[config.mk]
export PLATFORM = sky130hd
export DESIGN_NAME = wpdh_ctrl
export DESIGN_NICKNAME = d
export VERILOG_FILES = /design/src/rtl/core/wpdh_pkg.sv /design/src/rtl/core/wpdh_ctrl.sv
export SDC_FILE = /design/constraint.sdc
export NUM_CORES = 1
export LEC_CHECK = 0
export CAP_MARGIN = 30
export CORE_MARGIN = 2
export CORE_UTILIZATION = 56
export CTS_CLUSTER_SIZE = 40
export DETAILED_ROUTE_END_ITERATION = 12
export DONT_BUFFER_PORTS = 1
export PLACE_DENSITY = 0.72
export SLEW_MARGIN = 20
export SYNTH_ARGS = -nofsm -noshare
export SYNTH_HDL_FRONTEND = slang
export SYNTH_SLANG_ARGS = --single-unit
[constraint.sdc]
create_clock -name clock -period 1.6 [get_ports clock]
set_clock_uncertainty 0.1 [all_clocks]
set_input_delay 0.32 -clock clock [delete_from_list [all_inputs] [get_ports clock]]
set_output_delay 0.32 -clock clock [all_outputs]
set_load 0.03 [all_outputs]
[src/rtl/core/wpdh_pkg.sv]
// Shared types and constants for the weighted pair distance histogram.
// No dependencies; used by wpdh_ctrl, wpdh_datapath and the top level.
package wpdh_pkg;

   localparam int COORD_W = 18;
   localparam int WEIGHT_W = 16;
   localparam int POINT_W = 3 * COORD_W + WEIGHT_W;
   localparam int REQ_DATA_W = 72;
   localparam int CMD_W = 2;
   localparam int BIN_IDX_W = 6;
   localparam int BIN_VAL_W = 48;
   localparam int BWIDTH_W = 12;
   localparam int DIFF_W = COORD_W + 1;
   localparam int SQ_W = 2 * COORD_W + 1;
   localparam int D2_W = SQ_W + 2;
   localparam int DIST_W = 20;
   localparam int PROD_W = 2 * WEIGHT_W;
   localparam int DIV_CNT_W = 5;
   localparam int CSR_IDX_W = 1;

   localparam logic [CMD_W-1:0] CMD_LOAD_A = 2'd0;
   localparam logic [CMD_W-1:0] CMD_LOAD_B = 2'd1;
   localparam logic [CMD_W-1:0] CMD_COMPUTE = 2'd2;

   localparam logic [CSR_IDX_W-1:0] REG_BIN_WIDTH = 1'd0;
   localparam logic [CSR_IDX_W-1:0] REG_SELF_MODE = 1'd1;

   localparam logic [BWIDTH_W-1:0] BIN_WIDTH_RESET = 12'd16;

   typedef enum logic [4:0] {
      ST_IDLE,
      ST_CLEAR,
      ST_PAIR_INIT,
      ST_FETCH,
      ST_DIFF,
      ST_SQUARE,
      ST_SUM,
      ST_SQRT_LOAD,
      ST_SQRT,
      ST_DIV_LOAD,
      ST_DIV,
      ST_ACC_RD,
      ST_ACC_WR,
      ST_SELF_INIT,
      ST_SELF_FETCH,
      ST_SELF_MUL,
      ST_SELF_RD,
      ST_SELF_WR,
      ST_OUT_INIT,
      ST_OUT_RD,
      ST_OUT_LOAD,
      ST_OUT_WAIT
   } state_type;

   typedef struct packed {
      logic load_a;
      logic load_b;
      logic clr_init;
      logic clr_step;
      logic pair_init;
      logic fetch;
      logic diff;
      logic square;
      logic sum;
      logic sqrt_init;
      logic sqrt_step;
      logic div_init;
      logic div_step;
      logic acc_rd;
      logic acc_wr;
      logic pair_next;
      logic self_init;
      logic self_mul;
      logic self_next;
      logic out_init;
      logic out_rd;
      logic out_load;
      logic out_next;
   } dp_cmd_type;

   typedef struct packed {
      logic self_mode;
      logic clr_last;
      logic pairs_none;
      logic pair_last;
      logic sqrt_done;
      logic div_done;
      logic self_none;
      logic self_last;
      logic out_last;
      logic rsp_taken;
   } dp_status_type;

endpackage

[src/rtl/core/wpdh_ctrl.sv]
// Sequencer for the histogram block: load, clear, pair walk, self terms, readout.
// Depends on wpdh_pkg; drives wpdh_datapath through dp_cmd_type.
module wpdh_ctrl (
   input  logic                         clock,
   input  logic                         reset,
   input  logic                         req_tvalid,
   output logic                         req_tready,
   input  logic [wpdh_pkg::CMD_W-1:0]   req_command,
   input  wpdh_pkg::dp_status_type      status,
   output wpdh_pkg::dp_cmd_type         cmd
);

   wpdh_pkg::state_type state_ff;
   wpdh_pkg::state_type state_in;
   logic req_xfer;

   assign req_xfer = req_tvalid && req_tready;

   always_ff @(posedge clock) begin
      if (reset) begin
         state_ff <= wpdh_pkg::ST_IDLE;
      end else begin
         state_ff <= state_in;
      end
   end

   always_comb begin
      state_in = state_ff;
      case (state_ff)
         wpdh_pkg::ST_IDLE: begin
            if (req_xfer && req_command == wpdh_pkg::CMD_COMPUTE) begin
               state_in = wpdh_pkg::ST_CLEAR;
            end
         end
         wpdh_pkg::ST_CLEAR: begin
            if (status.clr_last) begin
               state_in = wpdh_pkg::ST_PAIR_INIT;
            end
         end
         wpdh_pkg::ST_PAIR_INIT: begin
            if (!status.pairs_none) begin
               state_in = wpdh_pkg::ST_FETCH;
            end else if (status.self_mode) begin
               state_in = wpdh_pkg::ST_SELF_INIT;
            end else begin
               state_in = wpdh_pkg::ST_OUT_INIT;
            end
         end
         wpdh_pkg::ST_FETCH:     state_in = wpdh_pkg::ST_DIFF;
         wpdh_pkg::ST_DIFF:      state_in = wpdh_pkg::ST_SQUARE;
         wpdh_pkg::ST_SQUARE:    state_in = wpdh_pkg::ST_SUM;
         wpdh_pkg::ST_SUM:       state_in = wpdh_pkg::ST_SQRT_LOAD;
         wpdh_pkg::ST_SQRT_LOAD: state_in = wpdh_pkg::ST_SQRT;
         wpdh_pkg::ST_SQRT: begin
            if (status.sqrt_done) begin
               state_in = wpdh_pkg::ST_DIV_LOAD;
            end
         end
         wpdh_pkg::ST_DIV_LOAD:  state_in = wpdh_pkg::ST_DIV;
         wpdh_pkg::ST_DIV: begin
            if (status.div_done) begin
               state_in = wpdh_pkg::ST_ACC_RD;
            end
         end
         wpdh_pkg::ST_ACC_RD:    state_in = wpdh_pkg::ST_ACC_WR;
         wpdh_pkg::ST_ACC_WR: begin
            if (!status.pair_last) begin
               state_in = wpdh_pkg::ST_FETCH;
            end else if (status.self_mode) begin
               state_in = wpdh_pkg::ST_SELF_INIT;
            end else begin
               state_in = wpdh_pkg::ST_OUT_INIT;
            end
         end
         wpdh_pkg::ST_SELF_INIT: begin
            if (status.self_none) begin
               state_in = wpdh_pkg::ST_OUT_INIT;
            end else begin
               state_in = wpdh_pkg::ST_SELF_FETCH;
            end
         end
         wpdh_pkg::ST_SELF_FETCH: state_in = wpdh_pkg::ST_SELF_MUL;
         wpdh_pkg::ST_SELF_MUL:   state_in = wpdh_pkg::ST_SELF_RD;
         wpdh_pkg::ST_SELF_RD:    state_in = wpdh_pkg::ST_SELF_WR;
         wpdh_pkg::ST_SELF_WR: begin
            if (status.self_last) begin
               state_in = wpdh_pkg::ST_OUT_INIT;
            end else begin
               state_in = wpdh_pkg::ST_SELF_FETCH;
            end
         end
         wpdh_pkg::ST_OUT_INIT:  state_in = wpdh_pkg::ST_OUT_RD;
         wpdh_pkg::ST_OUT_RD:    state_in = wpdh_pkg::ST_OUT_LOAD;
         wpdh_pkg::ST_OUT_LOAD:  state_in = wpdh_pkg::ST_OUT_WAIT;
         wpdh_pkg::ST_OUT_WAIT: begin
            if (status.rsp_taken) begin
               if (status.out_last) begin
                  state_in = wpdh_pkg::ST_IDLE;
               end else begin
                  state_in = wpdh_pkg::ST_OUT_RD;
               end
            end
         end
         default: state_in = wpdh_pkg::ST_IDLE;
      endcase
   end

   always_comb begin
      cmd = '0;
      req_tready = 1'b0;
      case (state_ff)
         wpdh_pkg::ST_IDLE: begin
            req_tready = 1'b1;
            cmd.load_a = req_xfer && req_command == wpdh_pkg::CMD_LOAD_A;
            cmd.load_b = req_xfer && req_command == wpdh_pkg::CMD_LOAD_B;
            cmd.clr_init = req_xfer && req_command == wpdh_pkg::CMD_COMPUTE;
         end
         wpdh_pkg::ST_CLEAR:      cmd.clr_step = 1'b1;
         wpdh_pkg::ST_PAIR_INIT:  cmd.pair_init = 1'b1;
         wpdh_pkg::ST_FETCH:      cmd.fetch = 1'b1;
         wpdh_pkg::ST_DIFF:       cmd.diff = 1'b1;
         wpdh_pkg::ST_SQUARE:     cmd.square = 1'b1;
         wpdh_pkg::ST_SUM:        cmd.sum = 1'b1;
         wpdh_pkg::ST_SQRT_LOAD:  cmd.sqrt_init = 1'b1;
         wpdh_pkg::ST_SQRT:       cmd.sqrt_step = !status.sqrt_done;
         wpdh_pkg::ST_DIV_LOAD:   cmd.div_init = 1'b1;
         wpdh_pkg::ST_DIV:        cmd.div_step = !status.div_done;
         wpdh_pkg::ST_ACC_RD:     cmd.acc_rd = 1'b1;
         wpdh_pkg::ST_ACC_WR: begin
            cmd.acc_wr = 1'b1;
            cmd.pair_next = !status.pair_last;
         end
         wpdh_pkg::ST_SELF_INIT:  cmd.self_init = 1'b1;
         wpdh_pkg::ST_SELF_FETCH: cmd.fetch = 1'b1;
         wpdh_pkg::ST_SELF_MUL:   cmd.self_mul = 1'b1;
         wpdh_pkg::ST_SELF_RD:    cmd.acc_rd = 1'b1;
         wpdh_pkg::ST_SELF_WR: begin
            cmd.acc_wr = 1'b1;
            cmd.self_next = !status.self_last;
         end
         wpdh_pkg::ST_OUT_INIT:   cmd.out_init = 1'b1;
         wpdh_pkg::ST_OUT_RD:     cmd.out_rd = 1'b1;
         wpdh_pkg::ST_OUT_LOAD:   cmd.out_load = 1'b1;
         wpdh_pkg::ST_OUT_WAIT:   cmd.out_next = status.rsp_taken && !status.out_last;
         default: begin
            cmd = '0;
         end
      endcase
   end

   a_ready_idle: assert property (@(posedge clock) disable iff (reset)
      req_tready |-> !status.rsp_taken)
      else $error("input taken while a bin transfer completes");
   a_sqrt_then_div: assert property (@(posedge clock) disable iff (reset)
      cmd.div_init |-> $past(status.sqrt_done))
      else $error("division started before square root finished");
   a_acc_after_rd: assert property (@(posedge clock) disable iff (reset)
      cmd.acc_wr |-> $past(cmd.acc_rd))
      else $error("bin write without preceding read");

endmodule

==> key figures, run 1 <==
Synth
  • Warning count from the yosys run: 0
  • Post-synth cell types: 47
  • Cell taking the most area after synthesis: dfxtp_1
  • FF+latch count, synth: 5
  • Cell Area, Synth: 848 sq um
  • FFs w/ async S/R, synth: 0%
  • Post-synth top flop: dfxtp_1
  • Share of the synthesized area in the top cell type: 11.8%
  • Post-synthesis sequential area ratio: 11.8%
  • Syn Inst Count: 129
  • Syn Nets: 144
  • Post-synth EDFFs: 0
  • Top cells by area, synth: dfxtp_1 (12%), nor2_1 (9.3%), nand2b_1 (6.6%), or3b_1 (5.2%), nand3b_1 (4.4%)
  • Mean Syn Cell Area: 6.58 sq um

Clocking
  • Postcts setup bufs: 23
  • Max clock buf depth: 2
  • Cts hold-fix bufs: 0
  • CTS Root Cell: clkbuf_4
  • TritonCTS Sinks: 5
  • Num CTS Buffers: 3
  • PostCTS Resize Cnt: 100
  • H-tree level count: 1

Floorplanning
  • Initial core utilization: 58.3%
  • Die Wd: 42.9 um
  • Site row count: 14
  • Die H: 42.9 um
  • Io pins: 39

Place
  • Final HPWL DP: 2570 um
  • GPL Wtd Cong: 0.903
  • PortBufs: 0

Status
  • Failed at: clock tree synthesis (4_1_cts)
  • Stop err: [ERROR DPL-0038] Utilization greater than 100%, impossible to legalize
  • Outcome: stopped before the end
==> logic make-up after synthesis <==
logic type | Yosys count | share of synthesized area [%]
flip-flops | 5 | 11.8
XOR/XNOR | 1 | 1.03
AND/OR/NAND/NOR | 75 | 50.3
buffers and inverters | 17 | 9.44
AO/OA/AOI/OAI | 31 | 27.4
==> metrics by stage <==
step	util [%]	instances	hold slack [ns]	worst slack (ns)	area [sq um]
3_3_place_gp	92.7	185	0.286	-0.145	1350
2_1_floorplan	-	129	0.282	-0.340	1010
3_5_place_dp	92.7	185	0.288	-0.206	1350
==> cell usage after synthesis (2+ instances only) <==
cell	instances
nor2_1	21
nand2b_1	9
buf_2	7
nand2_1	7
a21oi_1	6
nor3_1	6
dfxtp_1	5
nand3b_1	5
o21ai_0	5
or3b_1	5
inv_1	4
or3_1	4
a311oi_1	3
clkbuf_1	3
nand3_1	3
a211oi_1	2
a31oi_1	2
nand4_1	2
o32a_1	2
==> run 2, diff against run 1 <==
--- a/config.mk
+++ b/config.mk
@@ -6,12 +6,11 @@
 export NUM_CORES = 1
 export LEC_CHECK = 0
 export CAP_MARGIN = 30
-export CORE_MARGIN = 2
-export CORE_UTILIZATION = 56
-export CTS_CLUSTER_SIZE = 40
+export CORE_AREA = 2 2 63 65
 export DETAILED_ROUTE_END_ITERATION = 12
+export DIE_AREA = 0 0 65 67
 export DONT_BUFFER_PORTS = 1
-export PLACE_DENSITY = 0.72
+export PLACE_DENSITY_LB_ADDON = 0.15
 export SLEW_MARGIN = 20
 export SYNTH_ARGS = -nofsm -noshare
 export SYNTH_HDL_FRONTEND = slang
==> constraint.sdc (replaced) <==
create_clock -name clock -period 2.1 [get_ports clock]
set_clock_uncertainty 0.1 [all_clocks]
set_input_delay 0.42 -clock clock [delete_from_list [all_inputs] [get_ports clock]]
set_output_delay 0.42 -clock clock [all_outputs]
set_load 0.03 [all_outputs]
==> run 2 against run 1 <==
  * The run now ends clean
  * Area after synthesis unchanged
  * Synthesized cell count unchanged
==> key figures, run 2 <==
Status
  • Outcome: finished clean

Finish
  • Design area: 0.00128 sq mm
  • Layout cells sized above 1: 37.2%
  • Top reg by flops: state_ff
  • Multi-input gate area: 724 sq um
  • Synth-to-layout area growth: 51.5%
  • Nets: 180
  • Max reg flops: 5
  • Filler instances: 398
  • Most common cell after layout, fill and taps aside: buf_4
  • Reg area: 103 sq um
  • N_diodes: 0
  • Most frequent cells in the layout: buf_4 (40), nor2_1 (20), nand2b_1 (8)
  • Top Registers: state_ff (5)

Detailed routing
  • Via count: 1106
  • First-pass iteration count of the detailed router: 4
  • Vias per inst: 5.22
  • Final ANT Viol Nets: 0
  • WL final: 3230 um
  • Average wire per standard cell: 15.3 um
  • Residual DRC: 0
  • DRT iter0 DRCs: 36

Run
  • Maxcap violations: 0

Timing
  • Fmax: 489 MHz
  • Min setup slack post-route: 0.0566 ns
  • Relative slew margins: 68.7%
  • Crit share post-route: 97.3%
  • RSZ-0062 raised after global routing: true
  • Final hold vios: 0
  • Max Slew Vio Count: 0
  • Setup TNS: 0 ns
  • Least-Margin Pin Slew: 0.466 ns
  • Minimum clock period: 2.04 ns
  • Finish-stage setup viols: 0

Power and ir drop
  • Internal: 0.364 mW
  • Peak VDD IR: 0.000277 V
  • Net Sw Frac: 37.4%
  • P per Cell Area: 453 mW/mm^2
  • Power Total: 0.582 mW
  • Leak: 0.491 nW
  • Part of the power in the clock network: 30.7%
  • Sw Pwr: 0.218 mW
  • Combinational Power Share: 49.6%
  • Share of power burned in registers: 19.7%

Clocking
  • Cts hold-fix bufs: 0
  • TritonCTS clock tree: built
  • Num CTS Buffers: 3
  • TritonCTS Sinks: 5
  • Clk_lat worst skew: 0.22 ns
  • Clk pin slew, worst setup/hold paths: 0.03 ns
  • Max clock buf depth: 2
  • CTS Root Cell: clkbuf_8
  • H-tree level count: 1

Worst setup path
  • Worst Path Max Fanout: 9
  • Reg-to-Reg Start: state_ff[3]
  • Worst EP required: 1.58 ns
  • R2R Setup Slk: 0.10 ns
  • Reg2reg path depth: 6
  • Worst setup EP type: output port
  • Startpoint Class: flip-flop
  • Worst R2R End: state_ff[0]
  • Critical path class: reg -> out
  • Arr. time, crit path: 1.52 ns

Worst hold path
  • Min-Delay Path Class: in -> reg
  • Hold_sp: reset
  • Hold path endpoint: state_ff[2]
  • Hold path depth: 1

Global route
  • First-pass GRT wire length: 5020 um
  • Largest net degree at the start of global routing: 20
  • Gr ovfl total: 0
  • GRT Overall Usage: 14.7%
  • Initial antenna violation count: 0
  • Vias in the first global route: 992

Synth
  • FF+latch count, synth: 5
  • Post-synth cell types: 47
  • Most instantiated cells after synthesis: nor2_1 (21), nand2b_1 (9), buf_2 (7), nand2_1 (7)
  • Mean Syn Cell Area: 6.58 sq um
  • Warning count from the yosys run: 0
  • Cell Area, Synth: 848 sq um
  • Cell taking the most area after synthesis: dfxtp_1
  • Post-synth EDFFs: 0
  • Most frequent cell after synthesis: nor2_1
  • Post-synth top flop: dfxtp_1
  • Syn Inst Count: 129
  • Share of the synthesized area in the top cell type: 11.8%
  • FFs w/ async S/R, synth: 0%
  • Post-synthesis sequential area ratio: 11.8%
  • Syn Nets: 144
  • Top cells by area, synth: dfxtp_1 (12%), nor2_1 (9.3%), nand2b_1 (6.6%), or3b_1 (5.2%), nand3b_1 (4.4%)

Floorplanning
  • Die H: 67 um
  • DIE AREA: 0.00436 sq mm
  • Die Wd: 65 um
  • Site row count: 22
  • Initial core utilization: 23.5%
  • Core outline area: 0.00361 sq mm
  • Io pins: 39

Place
  • Final HPWL DP: 2460 um
  • GPL Wtd Cong: 0.836
  • Cell Area, Placed: 0.00112 sq mm
  • PortBufs: 0
  • DP Worst Slack: 0.168 ns
run 2: cell counts after synthesis:
Identical to the previous run, type by type.
run 2: cell families after synthesis:
logic type,synth area share (%)
xor+xnor,1.03
simple gates,50.3
compound gates,27.4
buf+inv,9.44
flops,11.8
run 2: area by class of cell:
| class | count | area share (%) |
|---|---|---|
| Clock buffer | 4 | 3.51 |
| Inverter | 5 | 1.46 |
| Multi-Input combinational cell | 107 | 56.4 |
| Sequential cell | 5 | 7.98 |
| Tap cell | 48 | 4.67 |
| Timing Repair Buffer | 43 | 26.0 |
run 2: worst max-delay path by stage:
stage                      from  endpoint  slack (ns)  cells after the start
floorplan           state_ff[1]    cmd[9]       0.007                      4
global placement    state_ff[4]   cmd[22]        0.19                      4
detailed placement  state_ff[4]   cmd[22]        0.17                      4
CTS                 state_ff[4]    cmd[8]       -0.01                      5
global route        state_ff[3]    cmd[0]       -0.01                      4
finish              state_ff[0]    cmd[9]        0.06                      5
run 2: layer usage:
metal,global-route usage (%),routed length (um)
met5,0,0
met3,3.72,342
met4,3.19,14
met2,23.2,1410
met1,20.0,1470
run 2: power groups by stage:
| stage | Sequential [mW] | Combinational [mW] | Clock (mW) |
|---|---|---|---|
| after floorplan | 0.110 | 0.189 | 0 |
| after global placement | 0.114 | 0.256 | 0 |
| after detailed placement | 0.114 | 0.259 | 0 |
| after CTS | 0.113 | 0.263 | 0.182 |
| after global routing | 0.116 | 0.312 | 0.187 |
| final | 0.115 | 0.288 | 0.179 |
run 2: stage by stage:
| step | util [%] | cells | hold WS [ns] |
|---|---|---|---|
| final | 35.6 | 212 | 0.162 |
| after global routing | 35.6 | 212 | 0.162 |
| after CTS | 32.9 | 203 | 0.165 |
| after detailed placement | 31.2 | 199 | 0.397 |
| after global placement | 31.2 | 199 | 0.396 |
| after floorplan | - | 129 | 0.389 |
run 2: repair_timing:
item	in CTS	in global routing
pin swaps	0	3
resized for setup	3	9
setup endpoints to repair	4	13
buffers inserted	0	9
endpoints found under the hold margin	0	0
run 2: worst max-delay path, stage by stage (launching register included):
cell     delay (ns)
dfxtp_1        0.33
buf_6          0.13
buf_4          0.16
or3_1          0.35
a21oi_1        0.15
buf_4          0.17
Power figures use the tool's default switching activity.
==> run 3, diff against run 2 <==
--- a/config.mk
+++ b/config.mk
@@ -5,6 +5,7 @@
 export SDC_FILE = /design/constraint.sdc
 export NUM_CORES = 1
 export LEC_CHECK = 0
+export ABC_AREA = 1
 export CAP_MARGIN = 30
 export CORE_AREA = 2 2 63 65
 export DETAILED_ROUTE_END_ITERATION = 12
==> run 3 against run 2 <==
  * Global-route usage decreased by 1.9 points
  * Clock power barely moved
  * Sequential cell count stayed put
  * Power decreased by 14%
  * Largest cell class unchanged
==> key figures, run 3 <==
Synth
  • Top cells by area, synth: nand2_1 (21%), nor2_1 (14%), inv_1 (13%), dfxtp_1 (13%), nand3_1 (6.9%)
  • Largest family of logic cells by synthesized area: simple AND/OR/NAND/NOR gates
  • Share of the synthesized area in the top cell type: 20.8%
  • Most frequent cell after synthesis: nand2_1
  • Warning count from the yosys run: 0
  • Mean Syn Cell Area: 5.02 sq um
  • Post-Synth Adder-Cell Area: 0%
  • Post-synth top flop: dfxtp_1
  • Syn Nets: 173
  • Most instantiated cells after synthesis: nand2_1 (44), nor2_1 (29), inv_1 (27)
  • Syn Inst Count: 158
  • Cell taking the most area after synthesis: nand2_1
  • FFs w/ async S/R, synth: 0%
  • Cell Area, Synth: 793 sq um
  • Post-synthesis mux area share: 0%
  • Post-synth cell types: 22
  • Post-Synth Simple-Gate Area: 61.7%
  • FF+latch count, synth: 5
  • Compound-gate portion of the synthesized area: 8.36%
  • Post-synthesis sequential area ratio: 12.6%
  • Post-synth EDFFs: 0
  • Post-Synth XOR/XNOR Area: 0%

Floorplanning
  • Die Wd: 65 um
  • Site row count: 22
  • Io pins: 39
  • Die H: 67 um
  • Core outline area: 0.00361 sq mm
  • DIE AREA: 0.00436 sq mm
  • Initial core utilization: 22.0%

Power and ir drop
  • Share of power burned in registers: 22.3%
  • Net Sw Frac: 40.7%
  • Part of the power in the clock network: 35.4%
  • P per Cell Area: 478 mW/mm^2
  • Leak: 0.598 nW
  • Sw Pwr: 0.205 mW
  • Combinational Power Share: 42.2%
  • Peak VDD IR: 0.000264 V
  • Internal: 0.298 mW

Global route
  • Gr ovfl total: 0
  • Vias in the first global route: 923
  • First-pass GRT wire length: 4280 um
  • GRT Overall Usage: 12.8%
  • Initial antenna violation count: 0
  • Largest net degree at the start of global routing: 10

Clocking
  • Cts hold-fix bufs: 0
  • H-tree level count: 1
  • Num CTS Buffers: 3
  • TritonCTS Sinks: 5
  • TritonCTS clock tree: built
  • Max clock buf depth: 2
  • Clk_lat worst skew: 0.22 ns
  • CTS Root Cell: clkbuf_8
  • Clk pin slew, worst setup/hold paths: 0.03 ns

Detailed routing
  • Average wire per standard cell: 11.1 um
  • First-pass iteration count of the detailed router: 4
  • DRT iter0 DRCs: 35
  • Vias per inst: 4.37
  • Final ANT Viol Nets: 0
  • Via count: 1006
  • WL final: 2560 um
  • Residual DRC: 0

Run
  • Maxcap violations: 0

Timing
  • Min setup slack post-route: 0.0856 ns
  • Least-Margin Pin Slew: 0.315 ns
  • Max Slew Vio Count: 0
  • Fmax: 496 MHz
  • Final hold vios: 0
  • RSZ-0062 raised after global routing: true
  • Hold slack: 0.163 ns
  • Crit share post-route: 95.9%
  • Finish-stage setup viols: 0
  • Relative slew margins: 78.9%
  • Minimum clock period: 2.01 ns

Place
  • Post-Place Cells: 224
  • Final HPWL DP: 2210 um
  • PortBufs: 0
  • DP Worst Slack: 0.238 ns
  • GPL Wtd Cong: 0.797

Status
  • Outcome: finished clean

Finish
  • Multi-input gate area: 556 sq um
  • Filler instances: 418
  • Layout cells sized above 1: 24.7%
  • N_diodes: 0
  • Fin cells: 230
  • Top reg by flops: state_ff
  • Max reg flops: 5
  • Most frequent cells in the layout: nand2_1 (44), nor2_1 (29), inv_1 (27)
  • Top Registers: state_ff (5)
  • Most common cell after layout, fill and taps aside: nand2_1
  • Synth-to-layout area growth: 32.5%
  • Nets: 198
  • Reg area: 103 sq um

Worst setup path
  • Arr. time, crit path: 1.49 ns
  • Critical path class: reg -> out
  • Worst EP required: 1.58 ns
  • Worst setup EP type: output port
  • Worst Path Max Fanout: 5
  • Startpoint Class: flip-flop
  • R2R Setup Slk: 0.43 ns

Worst hold path
  • Min-Delay Path Class: in -> reg
## run 3: cell families (layout without fill, tap and decap cells)
group	Yosys count	in the layout
AOI/OAI and AO/OA	12	12
buffers and inverters	35	59
DFF	5	5
and+or+nand+nor	106	106
## run 3: layout make-up
class	instances	share of cell area (%)
inverters	34	12.4
multi-input cells	118	52.9
well taps	48	5.71
clock buffers	4	4.29
flip-flops and latches	5	9.76
repair buffers	21	15.0
## run 3: through the flow
step	utilization (%)	power [mW]	instance area, sq um	TNS, ns
finish	29.1	0.502	1050	0
global placement	27.4	0.324	988	0
detailed placement	27.4	0.323	988	0
floorplan	-	0.267	793	-0.343
global route	29.1	0.539	1050	-0.0106
CTS	29.1	0.506	1050	0
## run 3: worst paths after layout
kind,from,end,cells past startpoint
setup / recovery,state_ff[1],cmd[22],6
hold / removal,reset,state_ff[4],1
setup reg to reg,state_ff[3],state_ff[2],11
hold reg to reg,state_ff[3],state_ff[1],4
## run 3: layer usage
layer  track usage (%)  share of wire (%)  wire length, um
met3              1.35                6.2              159
met1              16.7                 48             1220
met2              21.5                 46             1170
met5                 0                  0                0
met4              4.79               0.39               10
## run 3: critical path, cell delays in order (launching register included)
cell,delay (ns)
dfxtp_1,0.37
nor2_2,0.23
nand3_1,0.15
inv_1,0.10
nand2_1,0.08
nor3_1,0.15
buf_4,0.19
## run 3: power by group through the flow
stage | Sequential [mW] | Clock (mW) | Combinational [mW]
2_1_floorplan | 0.110 | 0 | 0.158
3_3_place_gp | 0.114 | 0 | 0.210
6_report | 0.112 | 0.178 | 0.212
4_1_cts | 0.112 | 0.181 | 0.213
5_1_grt | 0.114 | 0.192 | 0.234
3_5_place_dp | 0.113 | 0 | 0.210
## run 3: what timing repair did
item | 4_1_cts | 5_1_grt
cloned | 0 | 0
buffers inserted | 2 | 0
pin swaps | 1 | 0
gates resized for setup | 0 | 2
endpoints found under the setup margin | 2 | 2
endpoints found under the hold margin | 0 | 0
==> run 4, diff against run 3 <==
==> constraint.sdc (replaced) <==
create_clock -name clock -period 2.1 [get_ports clock]
set_clock_uncertainty 0.1 [all_clocks]
set_input_delay 0.525 -clock clock [delete_from_list [all_inputs] [get_ports clock]]
set_output_delay 0.525 -clock clock [all_outputs]
set_load 0.03 [all_outputs]
==> run 4 against run 3 <==
  * Fmax rose by 2.5%
  * Largest power group unchanged
  * Sequential share of layout area rose by 0.26 points
  * Highest routed layer is now met3
  * Routed wire length shrank 0.90%
  * Critical path depth unchanged
  * Non-clock buffer count down 1
  * Power rose by 0.78%
  * Worst hold slack improved by 0.097 ns
  * Combinational power barely moved
==> key figures, run 4 (synthesis gave the netlist of run 3 again) <==
Timing
  • Crit share post-route: 93.6%
  • Finish-stage setup viols: 0
  • Final hold vios: 0
  • Least-Margin Pin Slew: 0.596 ns
  • Relative slew margins: 60.1%
  • RSZ-0062 raised after global routing: false
  • Max Slew Vio Count: 0
  • Minimum clock period: 1.97 ns
  • Setup TNS: 0 ns
  • Fmax: 509 MHz

Finish
  • Top reg by flops: state_ff
  • Most frequent cells in the layout: nand2_1 (43), nor2_1 (28), inv_1 (27)
  • Top Registers: state_ff (5)
  • N_diodes: 0
  • Max reg flops: 5
  • Reg area: 109 sq um
  • Nets: 197
  • Multi-input gate area: 592 sq um
  • Synth-to-layout area growth: 36.9%
  • Most common cell after layout, fill and taps aside: nand2_1
  • Fin cells: 229
  • Layout cells sized above 1: 29.3%
  • Filler instances: 412

Place
  • Post-Place Cells: 222
  • GPL Wtd Cong: 0.801
  • PortBufs: 0
  • Final HPWL DP: 2190 um

Clocking
  • CTS Root Cell: clkbuf_8
  • TritonCTS Sinks: 5
  • Max clock buf depth: 2
  • TritonCTS clock tree: built
  • Clk_lat worst skew: 0.22 ns
  • H-tree level count: 1
  • Clk pin slew, worst setup/hold paths: 0.04 ns
  • Num CTS Buffers: 3

Detailed routing
  • DRT iter0 DRCs: 34
  • WL final: 2540 um
  • Vias per inst: 4.36
  • Average wire per standard cell: 11.1 um
  • Residual DRC: 0
  • First-pass iteration count of the detailed router: 4
  • Final ANT Viol Nets: 0
  • Via count: 999

Run
  • Maxcap violations: 0

Power and ir drop
  • P per Cell Area: 466 mW/mm^2
  • Share of power burned in registers: 23.0%
  • Net Sw Frac: 40.7%
  • Combinational Power Share: 42.0%
  • Power Total: 0.506 mW
  • Peak VDD IR: 0.000233 V
  • Leak: 0.594 nW
  • Internal: 0.300 mW
  • Part of the power in the clock network: 34.9%
  • Sw Pwr: 0.206 mW

Worst setup path
  • Critical Path Slowest Stage Cell: dfxtp_4
  • Startpoint Class: flip-flop
  • Worst setup EP type: output port
  • Worst EP required: 1.47 ns
  • Arr. time, crit path: 1.34 ns
  • Max incr delay on CP: 0.38 ns
  • Critical path class: reg -> out
  • Worst path cell trace: nor2_4, nand3_1, inv_1, nand2_1, nor3_2, buf_4
  • Worst Path Max Fanout: 9

Floorplanning
  • Io pins: 39
  • Initial core utilization: 22.0%
  • Core outline area: 0.00361 sq mm
  • DIE AREA: 0.00436 sq mm
  • Site row count: 22
  • Die H: 67 um
  • Die Wd: 65 um

Global route
  • Vias in the first global route: 1005
  • GRT Overall Usage: 12.7%
  • First-pass GRT wire length: 4390 um
  • Largest net degree at the start of global routing: 10
  • Initial antenna violation count: 0
  • Gr ovfl total: 0

Status
  • Outcome: finished clean

Worst hold path
  • Min-Delay Path Class: in -> reg
run 4: changes by cell type in the layout (fill, tap and decap cells not counted), sizes merged:
cell / before / now
buf: 21 / 20
run 4: final cells by class:
class	count	area share [%]
Clock buffer	4	4.15
Multi-Input combinational cell	118	54.5
Inverter	34	12.0
Tap cell	48	5.53
Sequential cell	5	10.0
Timing Repair Buffer	20	13.8
run 4: path summary, 6_finish.rpt:
kind	start	end	slack, ns	depth (start not counted)
worst min-delay path	reset	state_ff[4]	0.26	1
worst max register to register	state_ff[4]	state_ff[2]	0.42	12
worst max-delay path	state_ff[1]	cmd[21]	0.13	6
worst min register to register	state_ff[0]	state_ff[4]	0.63	4
run 4: critical path: cells and delay by family (launching register included):
family                 cells  cell delay, ns
flip-flops                 1            0.38
buffers and inverters      2            0.27
AND/OR/NAND/NOR            4            0.48
run 4: power groups by stage:
stage | sequential [mW] | combinational [mW] | clock [mW]
after CTS | 0.115 | 0.210 | 0.181
after detailed placement | 0.114 | 0.208 | 0
after floorplan | 0.110 | 0.161 | 0
after global placement | 0.115 | 0.209 | 0
final | 0.117 | 0.213 | 0.177
after global routing | 0.118 | 0.239 | 0.191
run 4: timing repair:
item,in CTS,in global routing
hold buffers,0,0
setup endpoints to repair,3,10
buffers inserted,0,3
hold endpoints to repair,0,0
pin swaps,0,1
gates resized for setup,2,9
run 4: per-layer routing:
layer  up-vias  share of wire, %  GRT usage (%)
met1       433                45           16.0
met4         0                 0          0.798
li1        527                 -              -
met2        39                45           22.4
met3         0               9.5           3.72
met5         -                 0              0
run 4: through the flow:
step / util (%) / hold WS (ns) / worst slack, ns / instance area, sq um
finish: 30.1 / 0.260 / 0.134 / 1090
detailed placement: 27.3 / 0.497 / 0.203 / 986
global placement: 27.3 / 0.497 / 0.251 / 986
floorplan: - / 0.494 / -0.0622 / 806
CTS: 28.8 / 0.265 / 0.0317 / 1040
global route: 30.1 / 0.256 / 0.00171 / 1090
